## src/sv/pgpdf_pkg.sv

```systemverilog
// Shared types and constants for the packet stream deframer.
`default_nettype none

package pgpdf_pkg;

	// Width of the packet number shown on the result channel
	localparam int NUM_W = 20;

	// Depth of the queue between front and back
	localparam int Q_DEPTH = 2;
	localparam int Q_PTR_W = $clog2(Q_DEPTH);
	localparam int Q_CNT_W = $clog2(Q_DEPTH + 1);

	// Thresholds of the new-format first length byte
	localparam logic [7:0] NL_TWO_BASE  = 8'd192;
	localparam logic [7:0] NL_PART_BASE = 8'd224;
	localparam logic [7:0] NL_FIVE      = 8'd255;

	// Old-format type that runs to end of input when its length is indeterminate
	localparam logic [5:0] TYPE_COMPRESSED = 6'd8;

	typedef enum logic [3:0] {
		PH_TAG   = 4'd0,
		PH_NLEN1 = 4'd1,
		PH_NLEN2 = 4'd2,
		PH_LENW  = 4'd3,
		PH_BODY  = 4'd4,
		PH_OCH1  = 4'd5,
		PH_OCH2  = 4'd6,
		PH_TOEND = 4'd7
	} phase_t;

	typedef enum logic [1:0] {
		LM_DEFINITE = 2'd0,
		LM_PARTIAL  = 2'd1,
		LM_OCHUNK   = 2'd2,
		LM_TOEND    = 2'd3
	} len_mode_t;

	typedef enum logic [1:0] {
		ROLE_TAG   = 2'd0,
		ROLE_LEN   = 2'd1,
		ROLE_BODY  = 2'd2,
		ROLE_CHUNK = 2'd3
	} role_t;

	typedef enum logic [1:0] {
		ST_OK     = 2'd0,
		ST_BADTAG = 2'd1,
		ST_TRUNC  = 2'd2,
		ST_END    = 2'd3
	} status_t;

	// One stream item, with its byte decoded both as a tag and as a
	// new-format first length byte
	typedef struct packed {
		logic [7:0] data;
		logic       eoi;
		logic       tag_ok;
		logic       tag_new;
		logic [5:0] tag_type;
		logic       tag_indet;
		logic       tag_toend;
		logic [2:0] tag_len_bytes;
		logic       nl_one;
		logic       nl_two;
		logic       nl_five;
		logic [4:0] nl_exp;
	} item_t;

endpackage

`default_nettype wire

```

## src/sv/pgp_packet_stream_deframer.sv

```systemverilog
// Top level of the packet stream deframer: front end, queue and parser.
`default_nettype none

// Tags every byte of a packet stream with its packet number, packet type and
// role (tag, length, body or chunk length), one result per input item. The
// block takes one item per clock while the queue has room and gives one
// result per clock while items arrive and the result side is ready. A
// taken item is written into the two-entry queue behind the front end and
// is then loaded into the result register when that register is free or
// being drained. The framing state machine handles one byte per cycle
// while the result register can take it; when the result side stalls, the
// result register and the queue hold three items before the input is held
// off. An end item closes the stream: between packets it reports a clean
// end, inside a run-to-end packet it completes that packet, anywhere else it
// reports truncation. Truncation and a bad tag byte are latched until reset;
// later items still pass their bytes through with the held status.
module pgp_packet_stream_deframer
	import pgpdf_pkg::*;
#(
	parameter int PACKET_COUNT_BITS = 20
) (
	input  wire logic        clk,
	input  wire logic        arst_n,
	input  wire logic        item_valid,
	output logic             item_ready,
	input  wire logic [7:0]  data_byte,
	input  wire logic        end_of_input,
	output logic             result_valid,
	input  wire logic        result_ready,
	output logic [7:0]       out_byte,
	output logic             byte_valid,
	output logic [5:0]       packet_type,
	output logic [NUM_W-1:0] packet_number,
	output logic [1:0]       byte_role,
	output logic             last_of_packet,
	output logic [1:0]       status
);

	logic  q_full;
	logic  q_push;
	item_t q_item;
	logic  head_valid;
	item_t head_item;
	logic  q_pop;

	// Accept and classify
	pgpdf_front u_front (
		.item_valid   (item_valid),
		.item_ready   (item_ready),
		.data_byte    (data_byte),
		.end_of_input (end_of_input),
		.q_full       (q_full),
		.q_push       (q_push),
		.q_item       (q_item)
	);

	// Decouple front and back
	pgpdf_queue u_queue (
		.clk        (clk),
		.arst_n     (arst_n),
		.push       (q_push),
		.push_item  (q_item),
		.full       (q_full),
		.head_valid (head_valid),
		.head_item  (head_item),
		.pop        (q_pop)
	);

	// Parse and present results
	pgpdf_back #(
		.PACKET_COUNT_BITS (PACKET_COUNT_BITS)
	) u_back (
		.clk            (clk),
		.arst_n         (arst_n),
		.head_valid     (head_valid),
		.head_item      (head_item),
		.pop            (q_pop),
		.result_valid   (result_valid),
		.result_ready   (result_ready),
		.out_byte       (out_byte),
		.byte_valid     (byte_valid),
		.packet_type    (packet_type),
		.packet_number  (packet_number),
		.byte_role      (byte_role),
		.last_of_packet (last_of_packet),
		.status         (status)
	);

endmodule

`default_nettype wire

```

## src/sv/pgpdf_front.sv

```systemverilog
// Front end: accepts stream items and classifies each byte ahead of parsing.
`default_nettype none

module pgpdf_front
	import pgpdf_pkg::*;
(
	input  wire logic       item_valid,
	output logic            item_ready,
	input  wire logic [7:0] data_byte,
	input  wire logic       end_of_input,
	input  wire logic       q_full,
	output logic            q_push,
	output item_t           q_item
);

	logic [1:0] old_lt;
	logic [3:0] old_type;

	// Take an item whenever the queue has room
	assign item_ready = !q_full;
	assign q_push     = item_valid && !q_full;

	assign old_lt   = data_byte[1:0];
	assign old_type = data_byte[5:2];

	// Decode the byte as a tag and as a first new-format length byte
	always_comb begin
		q_item           = '0;
		q_item.data      = data_byte;
		q_item.eoi       = end_of_input;
		q_item.tag_ok    = data_byte[7];
		q_item.tag_new   = data_byte[6];
		q_item.tag_type  = data_byte[6] ? data_byte[5:0] : {2'b00, old_type};
		q_item.tag_indet = (old_lt == 2'd3);
		q_item.tag_toend = (old_lt == 2'd3) && ({2'b00, old_type} == TYPE_COMPRESSED);
		case (old_lt)
			2'd0: q_item.tag_len_bytes = 3'd1;
			2'd1: q_item.tag_len_bytes = 3'd2;
			2'd2: q_item.tag_len_bytes = 3'd4;
			default: q_item.tag_len_bytes = 3'd0;
		endcase
		q_item.nl_one  = (data_byte < NL_TWO_BASE);
		q_item.nl_two  = (data_byte >= NL_TWO_BASE) && (data_byte < NL_PART_BASE);
		q_item.nl_five = (data_byte == NL_FIVE);
		q_item.nl_exp  = data_byte[4:0];
	end

endmodule

`default_nettype wire

```

## src/sv/pgpdf_queue.sv

```systemverilog
// Short queue of classified items between front end and parser.
`default_nettype none

module pgpdf_queue
	import pgpdf_pkg::*;
(
	input  wire logic  clk,
	input  wire logic  arst_n,
	input  wire logic  push,
	input  wire item_t push_item,
	output logic       full,
	output logic       head_valid,
	output item_t      head_item,
	input  wire logic  pop
);

	item_t              entry_q [Q_DEPTH];
	logic [Q_PTR_W-1:0] wr_ptr_q;
	logic [Q_PTR_W-1:0] rd_ptr_q;
	logic [Q_CNT_W-1:0] count_q;
	logic               do_pop;

	assign full       = (count_q == Q_CNT_W'(Q_DEPTH));
	assign head_valid = (count_q != '0);
	assign head_item  = entry_q[rd_ptr_q];
	assign do_pop     = pop && head_valid;

	// Store pushed items
	always_ff @(posedge clk) begin
		if (push) begin
			entry_q[wr_ptr_q] <= push_item;
		end
	end

	// Advance pointers and occupancy
	always_ff @(posedge clk or negedge arst_n) begin
		if (!arst_n) begin
			wr_ptr_q <= '0;
			rd_ptr_q <= '0;
			count_q  <= '0;
		end else begin
			if (push) begin
				wr_ptr_q <= (wr_ptr_q == Q_PTR_W'(Q_DEPTH - 1)) ? '0 : wr_ptr_q + 1'b1;
			end
			if (do_pop) begin
				rd_ptr_q <= (rd_ptr_q == Q_PTR_W'(Q_DEPTH - 1)) ? '0 : rd_ptr_q + 1'b1;
			end
			if (push && !do_pop) begin
				count_q <= count_q + 1'b1;
			end else if (!push && do_pop) begin
				count_q <= count_q - 1'b1;
			end
		end
	end

endmodule

`default_nettype wire

```

## src/sv/pgpdf_back.sv

```systemverilog
// Back end: packet framing state machine and result register.
`default_nettype none

module pgpdf_back
	import pgpdf_pkg::*;
#(
	parameter int PACKET_COUNT_BITS = 20
) (
	input  wire logic        clk,
	input  wire logic        arst_n,
	input  wire logic        head_valid,
	input  wire item_t       head_item,
	output logic             pop,
	output logic             result_valid,
	input  wire logic        result_ready,
	output logic [7:0]       out_byte,
	output logic             byte_valid,
	output logic [5:0]       packet_type,
	output logic [NUM_W-1:0] packet_number,
	output logic [1:0]       byte_role,
	output logic             last_of_packet,
	output logic [1:0]       status
);

	phase_t                       phase_q, phase_n;
	len_mode_t                    mode_q, mode_n;
	logic [31:0]                  rem_q, rem_n;
	logic [31:0]                  acc_q, acc_n;
	logic [2:0]                   left_q, left_n;
	logic [5:0]                   type_q, type_n;
	logic [PACKET_COUNT_BITS-1:0] cnt_q, cnt_n;
	status_t                      err_q, err_n;
	logic                         end_pkt;
	logic                         do_fin;
	logic [31:0]                  fin_len;

	role_t                        role_c;
	logic                         last_c;
	status_t                      st_c;

	logic                         fire;
	logic [7:0]                   b;
	logic [31:0]                  nlen2_len;
	logic [31:0]                  lenw_acc;
	logic [2:0]                   lenw_left;
	logic [31:0]                  body_rem;
	logic [31:0]                  och2_len;
	logic [PACKET_COUNT_BITS+NUM_W-1:0] num_ext;

	logic                         valid_q;
	logic [7:0]                   byte_q;
	logic                         bvalid_q;
	logic [5:0]                   ptype_q;
	logic [NUM_W-1:0]             num_q;
	role_t                        role_q;
	logic                         last_q;
	status_t                      st_q;

	// Take the head item when the result register is free or being drained
	assign fire = head_valid && (!valid_q || result_ready);
	assign pop  = fire;
	assign b    = head_item.data;

	// Shared arithmetic of the length and body phases
	assign nlen2_len = acc_q + {24'd0, b} + {24'd0, NL_TWO_BASE};
	assign lenw_acc  = {acc_q[23:0], b};
	assign lenw_left = (left_q != 3'd0) ? left_q - 3'd1 : 3'd0;
	assign body_rem  = (rem_q != 32'd0) ? rem_q - 32'd1 : 32'd0;
	assign och2_len  = acc_q | {24'd0, b};
	assign num_ext   = {{NUM_W{1'b0}}, cnt_q};

	// Next parser state
	always_comb begin
		phase_n = phase_q;
		mode_n  = mode_q;
		rem_n   = rem_q;
		acc_n   = acc_q;
		left_n  = left_q;
		type_n  = type_q;
		cnt_n   = cnt_q;
		err_n   = err_q;
		end_pkt = 1'b0;
		do_fin  = 1'b0;
		fin_len = 32'd0;
		if (err_q != ST_OK) begin
			// hold everything once an error is latched
		end else if (head_item.eoi) begin
			if (phase_q == PH_TAG) begin
				// clean end between packets
			end else if (phase_q == PH_TOEND) begin
				end_pkt = 1'b1;
			end else begin
				err_n = ST_TRUNC;
			end
		end else begin
			case (phase_q)
				PH_NLEN1: begin
					if (head_item.nl_one) begin
						do_fin  = 1'b1;
						fin_len = {24'd0, b};
					end else if (head_item.nl_two) begin
						acc_n   = {19'd0, b[4:0], 8'd0};
						phase_n = PH_NLEN2;
					end else if (head_item.nl_five) begin
						acc_n   = 32'd0;
						left_n  = 3'd4;
						phase_n = PH_LENW;
					end else begin
						rem_n   = 32'd1 << head_item.nl_exp;
						mode_n  = LM_PARTIAL;
						phase_n = PH_BODY;
					end
				end
				PH_NLEN2: begin
					do_fin  = 1'b1;
					fin_len = nlen2_len;
				end
				PH_LENW: begin
					acc_n  = lenw_acc;
					left_n = lenw_left;
					if (lenw_left == 3'd0) begin
						do_fin  = 1'b1;
						fin_len = lenw_acc;
					end
				end
				PH_BODY: begin
					rem_n = body_rem;
					if (body_rem == 32'd0) begin
						if (mode_q == LM_PARTIAL) begin
							phase_n = PH_NLEN1;
						end else if (mode_q == LM_OCHUNK) begin
							phase_n = PH_OCH1;
						end else begin
							end_pkt = 1'b1;
						end
					end
				end
				PH_OCH1: begin
					acc_n   = {16'd0, b, 8'd0};
					phase_n = PH_OCH2;
				end
				PH_OCH2: begin
					acc_n = och2_len;
					if (och2_len == 32'd0) begin
						end_pkt = 1'b1;
					end else begin
						rem_n   = och2_len;
						phase_n = PH_BODY;
					end
				end
				PH_TOEND: begin
					// body runs until end of input
				end
				default: begin
					if (!head_item.tag_ok) begin
						err_n   = ST_BADTAG;
						phase_n = PH_TAG;
					end else begin
						mode_n = LM_DEFINITE;
						acc_n  = 32'd0;
						rem_n  = 32'd0;
						type_n = head_item.tag_type;
						if (head_item.tag_new) begin
							phase_n = PH_NLEN1;
						end else if (head_item.tag_indet) begin
							if (head_item.tag_toend) begin
								mode_n  = LM_TOEND;
								phase_n = PH_TOEND;
							end else begin
								mode_n  = LM_OCHUNK;
								phase_n = PH_OCH1;
							end
						end else begin
							left_n  = head_item.tag_len_bytes;
							phase_n = PH_LENW;
						end
					end
				end
			endcase
		end
		// a known definite length starts the body or ends an empty packet
		if (do_fin) begin
			mode_n = LM_DEFINITE;
			rem_n  = fin_len;
			if (fin_len == 32'd0) begin
				end_pkt = 1'b1;
			end else begin
				phase_n = PH_BODY;
			end
		end
		if (end_pkt) begin
			cnt_n   = cnt_q + {{(PACKET_COUNT_BITS-1){1'b0}}, 1'b1};
			phase_n = PH_TAG;
			mode_n  = LM_DEFINITE;
			rem_n   = 32'd0;
			acc_n   = 32'd0;
			left_n  = 3'd0;
		end
	end

	// Role, last flag and status of the current item
	always_comb begin
		role_c = ROLE_TAG;
		last_c = 1'b0;
		st_c   = ST_OK;
		if (err_q != ST_OK) begin
			st_c = err_q;
		end else if (head_item.eoi) begin
			if (phase_q == PH_TAG) begin
				st_c = ST_END;
			end else if (phase_q == PH_TOEND) begin
				st_c   = ST_END;
				last_c = 1'b1;
			end else begin
				st_c   = ST_TRUNC;
				last_c = 1'b1;
			end
		end else begin
			last_c = end_pkt;
			case (phase_q)
				PH_NLEN1, PH_NLEN2, PH_LENW: begin
					role_c = (mode_q == LM_PARTIAL) ? ROLE_CHUNK : ROLE_LEN;
				end
				PH_BODY, PH_TOEND: begin
					role_c = ROLE_BODY;
				end
				PH_OCH1, PH_OCH2: begin
					role_c = ROLE_CHUNK;
				end
				default: begin
					role_c = ROLE_TAG;
					if (!head_item.tag_ok) begin
						st_c = ST_BADTAG;
					end
				end
			endcase
		end
	end

	// Update parser state on each transfer out of the queue
	always_ff @(posedge clk or negedge arst_n) begin
		if (!arst_n) begin
			phase_q <= PH_TAG;
			mode_q  <= LM_DEFINITE;
			rem_q   <= '0;
			acc_q   <= '0;
			left_q  <= '0;
			type_q  <= '0;
			cnt_q   <= '0;
			err_q   <= ST_OK;
		end else if (fire) begin
			phase_q <= phase_n;
			mode_q  <= mode_n;
			rem_q   <= rem_n;
			acc_q   <= acc_n;
			left_q  <= left_n;
			type_q  <= type_n;
			cnt_q   <= cnt_n;
			err_q   <= err_n;
		end
	end

	// Result valid: set on load, drop on transfer
	always_ff @(posedge clk or negedge arst_n) begin
		if (!arst_n) begin
			valid_q <= 1'b0;
		end else if (fire) begin
			valid_q <= 1'b1;
		end else if (result_ready) begin
			valid_q <= 1'b0;
		end
	end

	// Load the result payload
	always_ff @(posedge clk) begin
		if (fire) begin
			byte_q   <= head_item.eoi ? 8'd0 : b;
			bvalid_q <= !head_item.eoi;
			ptype_q  <= type_n;
			num_q    <= num_ext[NUM_W-1:0];
			role_q   <= role_c;
			last_q   <= last_c;
			st_q     <= st_c;
		end
	end

	assign result_valid   = valid_q;
	assign out_byte       = byte_q;
	assign byte_valid     = bvalid_q;
	assign packet_type    = ptype_q;
	assign packet_number  = num_q;
	assign byte_role      = role_q;
	assign last_of_packet = last_q;
	assign status         = st_q;

`ifndef SYNTHESIS
	a_err_held: assert property (@(posedge clk) disable iff (!arst_n)
		(err_q != ST_OK) |=> (err_q == $past(err_q)))
		else $error("latched error changed");

	a_partial_phase: assert property (@(posedge clk) disable iff (!arst_n)
		(mode_q == LM_PARTIAL) |-> (phase_q == PH_NLEN1 || phase_q == PH_NLEN2 ||
			phase_q == PH_LENW || phase_q == PH_BODY))
		else $error("partial chunk mode outside length or body phase");

	a_status_role: assert property (@(posedge clk) disable iff (!arst_n)
		(valid_q && st_q != ST_OK) |-> (role_q == ROLE_TAG))
		else $error("nonzero status with a non-tag role");

	a_count_step: assert property (@(posedge clk) disable iff (!arst_n)
		(fire && end_pkt) |=> (cnt_q == $past(cnt_q) + 1'b1))
		else $error("packet counter did not advance on packet end");
`endif

endmodule

`default_nettype wire

```

## config.mk

```make
export PLATFORM = sky130hd
export DESIGN_NAME = pgp_packet_stream_deframer
export DESIGN_NICKNAME = d
export VERILOG_FILES = /design/src/sv/pgpdf_pkg.sv /design/src/sv/pgp_packet_stream_deframer.sv /design/src/sv/pgpdf_front.sv /design/src/sv/pgpdf_queue.sv /design/src/sv/pgpdf_back.sv
export SDC_FILE = /design/constraint.sdc
export NUM_CORES = 1
export LEC_CHECK = 0
export BUFFER_PORTS_ARGS = -buffer_cell sky130_fd_sc_hd__buf_2
export CELL_PAD_IN_SITES_DETAIL_PLACEMENT = 0
export CELL_PAD_IN_SITES_GLOBAL_PLACEMENT = 1
export CORE_UTILIZATION = 45
export DETAILED_ROUTE_END_ITERATION = 6
export GPL_TIMING_DRIVEN = 1
export PLACE_DENSITY = 0.82
export SLEW_MARGIN = 20
export SYNTH_ARGS = -nofsm -noshare
export SYNTH_HDL_FRONTEND = slang
export SYNTH_SLANG_ARGS = --single-unit
export TNS_END_PERCENT = 30
```

## constraint.sdc

```tcl
create_clock -name clk -period 14.9 [get_ports clk]
set_input_delay 4.47 -clock clk [delete_from_list [all_inputs] [get_ports clk]]
set_output_delay 4.47 -clock clk [all_outputs]
set_load 0.1 [all_outputs]
```

==> impl_metrics.toml, run 1 <==
[power_and_ir_drop]
power.sequential.fraction_pct = 36.7
cellLeakagePower_nw = 5.259
p_switching_mw = 0.8248
switching_share_pct = 45.01
power_frac_comb_pct = 37.1
max-vdd-ir-drop_mv = 0.1982
p_per_area_mw_per_mm2 = 141.5
clock_power_share_pct = 26.2
power_mw = 1.833
intPower_mw = 1.008

[critical_path]
flop2flop_setup_slack_ns = 8.49
worst-path-max-fanout = 51
regToRegEndpoint = "u_back.last_of_packet"
arrival_ns = 7.08
reg2reg_from = "u_queue.rd_ptr_q"
critPathMaxStageDelay_ns = 0.79
worstSetupStartpointType = "input pin"
crit_required_ns = 15.23
worst-setup-path-type = "input pin to flop"
critical_path.cell_chain = "buf_2 -> nand2b_1 -> o21ai_0 -> inv_2 -> buf_4 -> o211ai_4 -> nor2_4 -> mux2_2"
slowest_library_cell_on_the_worst_path = "nor2_4"
worst-r2r-cell-count = 16
critical_path.endpoint_type = "flop"

[sta]
post-route-worst-setup-slack_ns = 8.143
maxSlewViolCount = 0
hold_viol_final = 0
rsz0062_at_grt = "false"
setup_total_negative_slack_ns = 0
final_min_period_over_clock_period_pct = 45.35
max_freq_mhz = 148.0
worstMarginPinSlew_ns = 1.079
clock_skew_ns = 0.01863
setup-violations-final = 0
minimum_clock_period_ns = 6.757
slew-limit-headroom_pct = 28.06

[synthesis]
synth_nets = 1202
synth-seq-area-share_pct = 44.11
post-synth-top-area-cell = "dfrtp_1"
synth_async_sr_flop_share_pct = 55.21
synth_seq_cells = 192
yosysWarningCount = 0
synthesis.area_sq_mm = 0.01187
synth.top_cells.by_area = "dfrtp_1, edfxtp_1, mux2_2"
synth.top_cells.by_count = "dfrtp_1, nor2_1, nand2_1"
postSynth.topFlopCell = "dfrtp_1"
post-synth-top-count-cell = "dfrtp_1"
synth_edf_count = 86
synthesis.area_per_instance_sq_um = 10.23
netlist.area_leader.share_pct = 22.35
post_synth_inst_count = 1160
synth_cell_type_count = 94

[global_route]
grt_pass1_wl_um = 51780
grt_max_degree = 77
overall_fraction_of_global_route_tracks_in_use_pct = 25.26
grt_antenna_before_repair = 0
via_count_of_the_first_global_routing_pass = 9037
overflow = 0

[clock_network]
tritoncts_num_sinks = 192
number_of_h_tree_levels = 4
ctsLongestPathBuffers = 2
number_of_buffers_added_to_fix_hold_violations_after_cts = 0
cts_repair_resize_count = 0
ctsRootBufferMaster = "clkbuf_16"
path_clk_slew_ns = 0.08
total_cts_buffers = 17
cts_tree = "yes"
clk_latency_ns = 0.45
post_cts_buffers = 0

[die]
pin_count = 55
start_util_pct = 45.68
die_h_um = 164.4
placement_rows = 59
design.core.area_sq_mm = 0.02598
die_w_um = 164.4
floorplan.die_area_sq_mm = 0.02703

[worst_hold_path]
hold_class = "flop to flop"
worst_min_path_start = "u_back.cnt_q[19]"
whs_endpoint = "u_back.cnt_q[19]"
min_delay_path_depth = 1

[finish]
layout.filler_cells = 2408
num-nets-final = 1218
diodes = 0
area_delta_synth_final_pct = 9.150
fraction_of_layout_instances_using_a_drive_strength_above_1_pct = 16.99
finalNonFillerCells = 1524

[placement]
dpl.cell_count = 1492
routabilityCongestion = 0.9594
io_buffer_count = 54
pre_cts_slack_ns = 7.665
place_hpwl_um = 23460

[detailed_routing]
drc = 1
detail_route.first_pass.iterations = 7
post_drt_via_cell_ratio = 6.318
detail_route.wl_per_cell_um = 21.82
via_count = 9628
postRouteWirelength_um = 33260
drtIter0Drc = 1273
ant_nets = 0

[outcome]
status = "complete, but fails checks"
violations = "DRC"

[flow_run]
timing.max_cap.violations = 0
[layer usage]
| layer | track usage (%) | vias to the layer above | share of wire [%] |
|---|---|---|---|
| met5 | 0 | - | 0 |
| met1 | 35.43 | 4724 | 44 |
| met3 | 4.144 | 65 | 7.2 |
| li1 | - | 4409 | - |
| met2 | 39.22 | 430 | 45 |
| met4 | 9.466 | 0 | 3.0 |
[sequential cells by signal, indices dropped and copies added, names as in the netlist, 2 cells and up]
register / count
u_back.acc_q: 32
u_back.byte_role: 2
u_back.cnt_q: 20
u_back.err_q: 2
u_back.left_q: 3
u_back.mode_q: 2
u_back.out_byte: 8
u_back.packet_number: 20
u_back.packet_type: 6
u_back.phase_q: 4
u_back.rem_q: 32
u_back.status: 2
u_back.type_q: 6
u_queue.count_q: 2
u_queue.entry_q: 46
[layout make-up]
class                      instances  area (sq um)  share of cell area (%)
multi-input combinational        852          6115                   47.20
sequential                       192          5235                   40.41
timing repair buffer              74         426.7                   3.293
clock buffer                      17         425.4                   3.284
tap                              335         419.2                   3.235
clock inverter                    15         187.7                   1.449
inverter                          39         146.4                   1.130
[cells in the final DEF, fill, tap and decap left out, types with 20 or more instances in the layout]
cell	n
nor2_1	102
mux2i_1	27
edfxtp_1	86
ha_1	28
a222oi_1	24
dfrtp_1	106
xnor2_1	46
o21ai_0	61
nor3_1	35
a21oi_1	27
inv_1	37
nand3_1	28
mux2_2	41
buf_2	53
o22ai_1	24
buf_4	20
nand2_1	91
[worst max path at each step]
stage | start | endpoint | slack (ns) | cells after the start
2_1_floorplan | result_ready | u_back.rem_q[0] | 7.45 | 8
6_report | result_ready | u_back.rem_q[21] | 8.14 | 8
3_3_place_gp | result_ready | u_back.rem_q[21] | 7.78 | 8
5_1_grt | result_ready | u_back.rem_q[21] | 7.91 | 8
4_1_cts | result_ready | u_back.rem_q[21] | 8.12 | 8
3_5_place_dp | result_ready | u_back.rem_q[21] | 7.66 | 8
[per-stage QoR]
step           util (%)  hold slack (ns)  instance area, sq um
6_report          49.86           0.4824                 12950
5_1_grt           49.86           0.5113                 12950
4_1_cts           49.84           0.4799                 12950
3_5_place_dp      47.48           0.4680                 12340
3_3_place_gp      47.46           0.4596                 12330
2_1_floorplan         -           0.4404                 11870
[cell families after synthesis]
family	Yosys count	synth area share (%)
xor gates and xnor gates	62	4.639
buffers and inverters	116	4.438
and+or+nand+nor	409	18.65
AOI/OAI and AO/OA	254	15.50
adders and majority gates	29	3.120
DFF	192	44.11
muxes	98	9.551
[power groups by stage]
stage,clock network (mW),logic (mW),registers [mW]
3_3_place_gp,0,0.669,0.682
5_1_grt,0.506,0.712,0.682
2_1_floorplan,0,0.242,0.967
4_1_cts,0.487,0.674,0.673
6_report,0.480,0.679,0.673
3_5_place_dp,0,0.672,0.683
[worst max-delay path, delay by kind of cell]
family                 cells  cell delay [ns]
and+or+nand+nor            2             0.89
muxes                      1             0.42
AOI/OAI and AO/OA          2             0.50
buffers and inverters      3             0.75
Power figures use the tool's default switching activity.
==> inputs of run 2 (changes only) <==
--- a/config.mk
+++ b/config.mk
@@ -11,7 +11,7 @@
 export CORE_UTILIZATION = 45
 export DETAILED_ROUTE_END_ITERATION = 6
 export GPL_TIMING_DRIVEN = 1
-export PLACE_DENSITY = 0.82
+export PLACE_DENSITY = 0.85
 export SLEW_MARGIN = 20
 export SYNTH_ARGS = -nofsm -noshare
 export SYNTH_HDL_FRONTEND = slang
==> constraint.sdc (replaced) <==
create_clock -name clk -period 5.6 [get_ports clk]
set_input_delay 1.68 -clock clk [delete_from_list [all_inputs] [get_ports clk]]
set_output_delay 1.68 -clock clk [all_outputs]
set_load 0.1 [all_outputs]
==> run 2 against run 1 <==
  * The flow still finishes with violations (DRC)
  * Global-route usage is 1.4 points higher
  * Non-clock buffer count grew 22
  * Sequential share of layout area down 0.43 points
  * Setup slack worse by 7.9 ns
  * Via count about the same
  * Sequential power grew to 2.7 times the previous value
  * Critical path depth grew 8
  * Die area is the same
  * Largest cell class unchanged
==> impl_metrics.toml, run 2 (synthesized netlist as in run 1, its figures left out) <==
[global_route]
via_count_of_the_first_global_routing_pass = 9363
grt_pass1_wl_um = 54160
grt_antenna_before_repair = 0
grt_max_degree = 51
overall_fraction_of_global_route_tracks_in_use_pct = 26.64
overflow = 0

[worst_hold_path]
hold_class = "flop to flop"

[sta]
hold_viol_final = 0
setup_total_negative_slack_ns = 0
rsz0062_at_grt = "false"
slew-limit-headroom_pct = 40.49
max_freq_mhz = 187.7
final_min_period_over_clock_period_pct = 95.12
post-route-worst-setup-slack_ns = 0.2731
clock_skew_ns = 0.01408
worstMarginPinSlew_ns = 0.8893
setup-violations-final = 0
minimum_clock_period_ns = 5.327
maxSlewViolCount = 0

[finish]
layout.filler_cells = 2380
regArea_sq_mm = 0.005235
multi_input_area_sq_mm = 0.006117
mostFrequentLayoutCells = "dfrtp_1, nor2_1, nand2_1, edfxtp_1, o21ai_0"
largestRegisters = "u_queue.entry_q: 46 flops, u_back.acc_q: 32 flops, u_back.rem_q: 32 flops"
mostFrequentLayoutCell = "dfrtp_1"
diodes = 0
num-nets-final = 1240
finalNonFillerCells = 1546
register_with_the_highest_flop_count = "u_queue.entry_q"
area_delta_synth_final_pct = 10.33
fraction_of_layout_instances_using_a_drive_strength_above_1_pct = 18.58
largest_register_ff_count = 46

[detailed_routing]
detail_route.first_pass.iterations = 7
detail_route.wl_per_cell_um = 22.40
post_drt_via_cell_ratio = 6.232
drc = 17
via_count = 9634
ant_nets = 0
drtIter0Drc = 1181
postRouteWirelength_um = 34640

[flow_run]
timing.max_cap.violations = 0

[clock_network]
number_of_h_tree_levels = 4
cts_tree = "yes"
path_clk_slew_ns = 0.08
clk_latency_ns = 0.45
total_cts_buffers = 17
ctsLongestPathBuffers = 2
ctsRootBufferMaster = "clkbuf_16"
post_cts_buffers = 0
tritoncts_num_sinks = 192
number_of_buffers_added_to_fix_hold_violations_after_cts = 0

[die]
placement_rows = 59
die_h_um = 164.4
die_w_um = 164.4
floorplan.die_area_sq_mm = 0.02703
design.core.area_sq_mm = 0.02598
pin_count = 55
start_util_pct = 45.68

[power_and_ir_drop]
cellLeakagePower_nw = 5.366
p_per_area_mw_per_mm2 = 370.7
max-vdd-ir-drop_mv = 0.4675

[placement]
io_buffer_count = 54
dpl.cell_count = 1514
place_hpwl_um = 24790
pre_cts_slack_ns = 0.3514
routabilityCongestion = 0.9822

[critical_path]
worstSetupStartpointType = "flop"
regToRegEndpoint = "u_back.acc_q[3]"
setup.worst_path.end = "u_back.acc_q[3]"
crit_path_start = "u_queue.rd_ptr_q"
crit_required_ns = 5.94
worst-path-max-fanout = 30
reg2reg_from = "u_queue.rd_ptr_q"
critical_path.endpoint_type = "flop"
worst-r2r-cell-count = 16
arrival_ns = 5.67
worst-setup-path-type = "flop to flop"
flop2flop_setup_slack_ns = 0.27

[outcome]
status = "complete, but fails checks"
violations = "DRC"
[run 2: per-layer routing]
metal  vias to the layer above  GRT usage [%]  part of all wire, %
met5                         -              0                    0
met4                         0          11.47                  4.1
met3                        95          4.520                  6.9
met2                       405          41.64                   46
met1                      4692          36.46                   43
li1                       4442              -                    -
[run 2: worst min-delay path by stage]
stage                     slack [ns]                  endpoint  cells after the start        startpoint
after floorplan                 0.44          u_back.cnt_q[19]                      1  u_back.cnt_q[19]
after global placement          0.46          u_back.cnt_q[19]                      1  u_back.cnt_q[19]
after detailed placement        0.48  u_back.packet_number[18]                      0  u_back.cnt_q[18]
after CTS                       0.49          u_back.cnt_q[18]                      1  u_back.cnt_q[18]
after global routing            0.50          u_back.cnt_q[19]                      1  u_back.cnt_q[19]
final                           0.49          u_back.cnt_q[18]                      1  u_back.cnt_q[18]
[run 2: critical path, cell delays in order, from the launching register on]
cell and delay [ns]:
dfrtp_1 0.54, buf_12 0.26, mux2i_1 0.29, ha_1 0.21, inv_1 0.11, ha_1 0.40, a21o_1 0.26, a211oi_1 0.31
nor2_1 0.10, xor2_1 0.18, a211oi_1 0.54, a31oi_1 0.15, or4_1 0.67, nor4_4 0.38, buf_4 0.34, a211oi_4 0.14
mux2_2 0.33
[run 2: cell type report]
type | instances | area share (%)
clock buffers | 18 | 3.354
inverters | 39 | 1.118
multi-input cells | 852 | 46.71
repair buffers | 96 | 4.586
well taps | 335 | 3.201
flip-flops and latches | 192 | 39.98
clock inverters | 14 | 1.051
[run 2: metrics by stage]
step	utilization, %	area, sq um	hold slack (ns)	power, mW
2_1_floorplan	-	11870	0.4404	3.217
3_3_place_gp	48.15	12510	0.4570	3.611
3_5_place_dp	48.15	12510	0.4754	3.627
4_1_cts	50.37	13090	0.4921	4.862
5_1_grt	50.39	13100	0.5043	5.044
6_report	50.39	13100	0.4907	4.854
[run 2: what timing repair did]
item                                   CTS  global route
resized for setup                        0             1
endpoints found under the hold margin    0             0
setup endpoints to repair                0             7
[run 2: power breakdown]
part           internal, mW  leakage, nW  switching [mW]
Sequential             1.72         2.27          0.0772
Combinational         0.359         2.82            1.45
Clock                 0.608        0.285           0.633
Total                  2.69         5.37            2.16
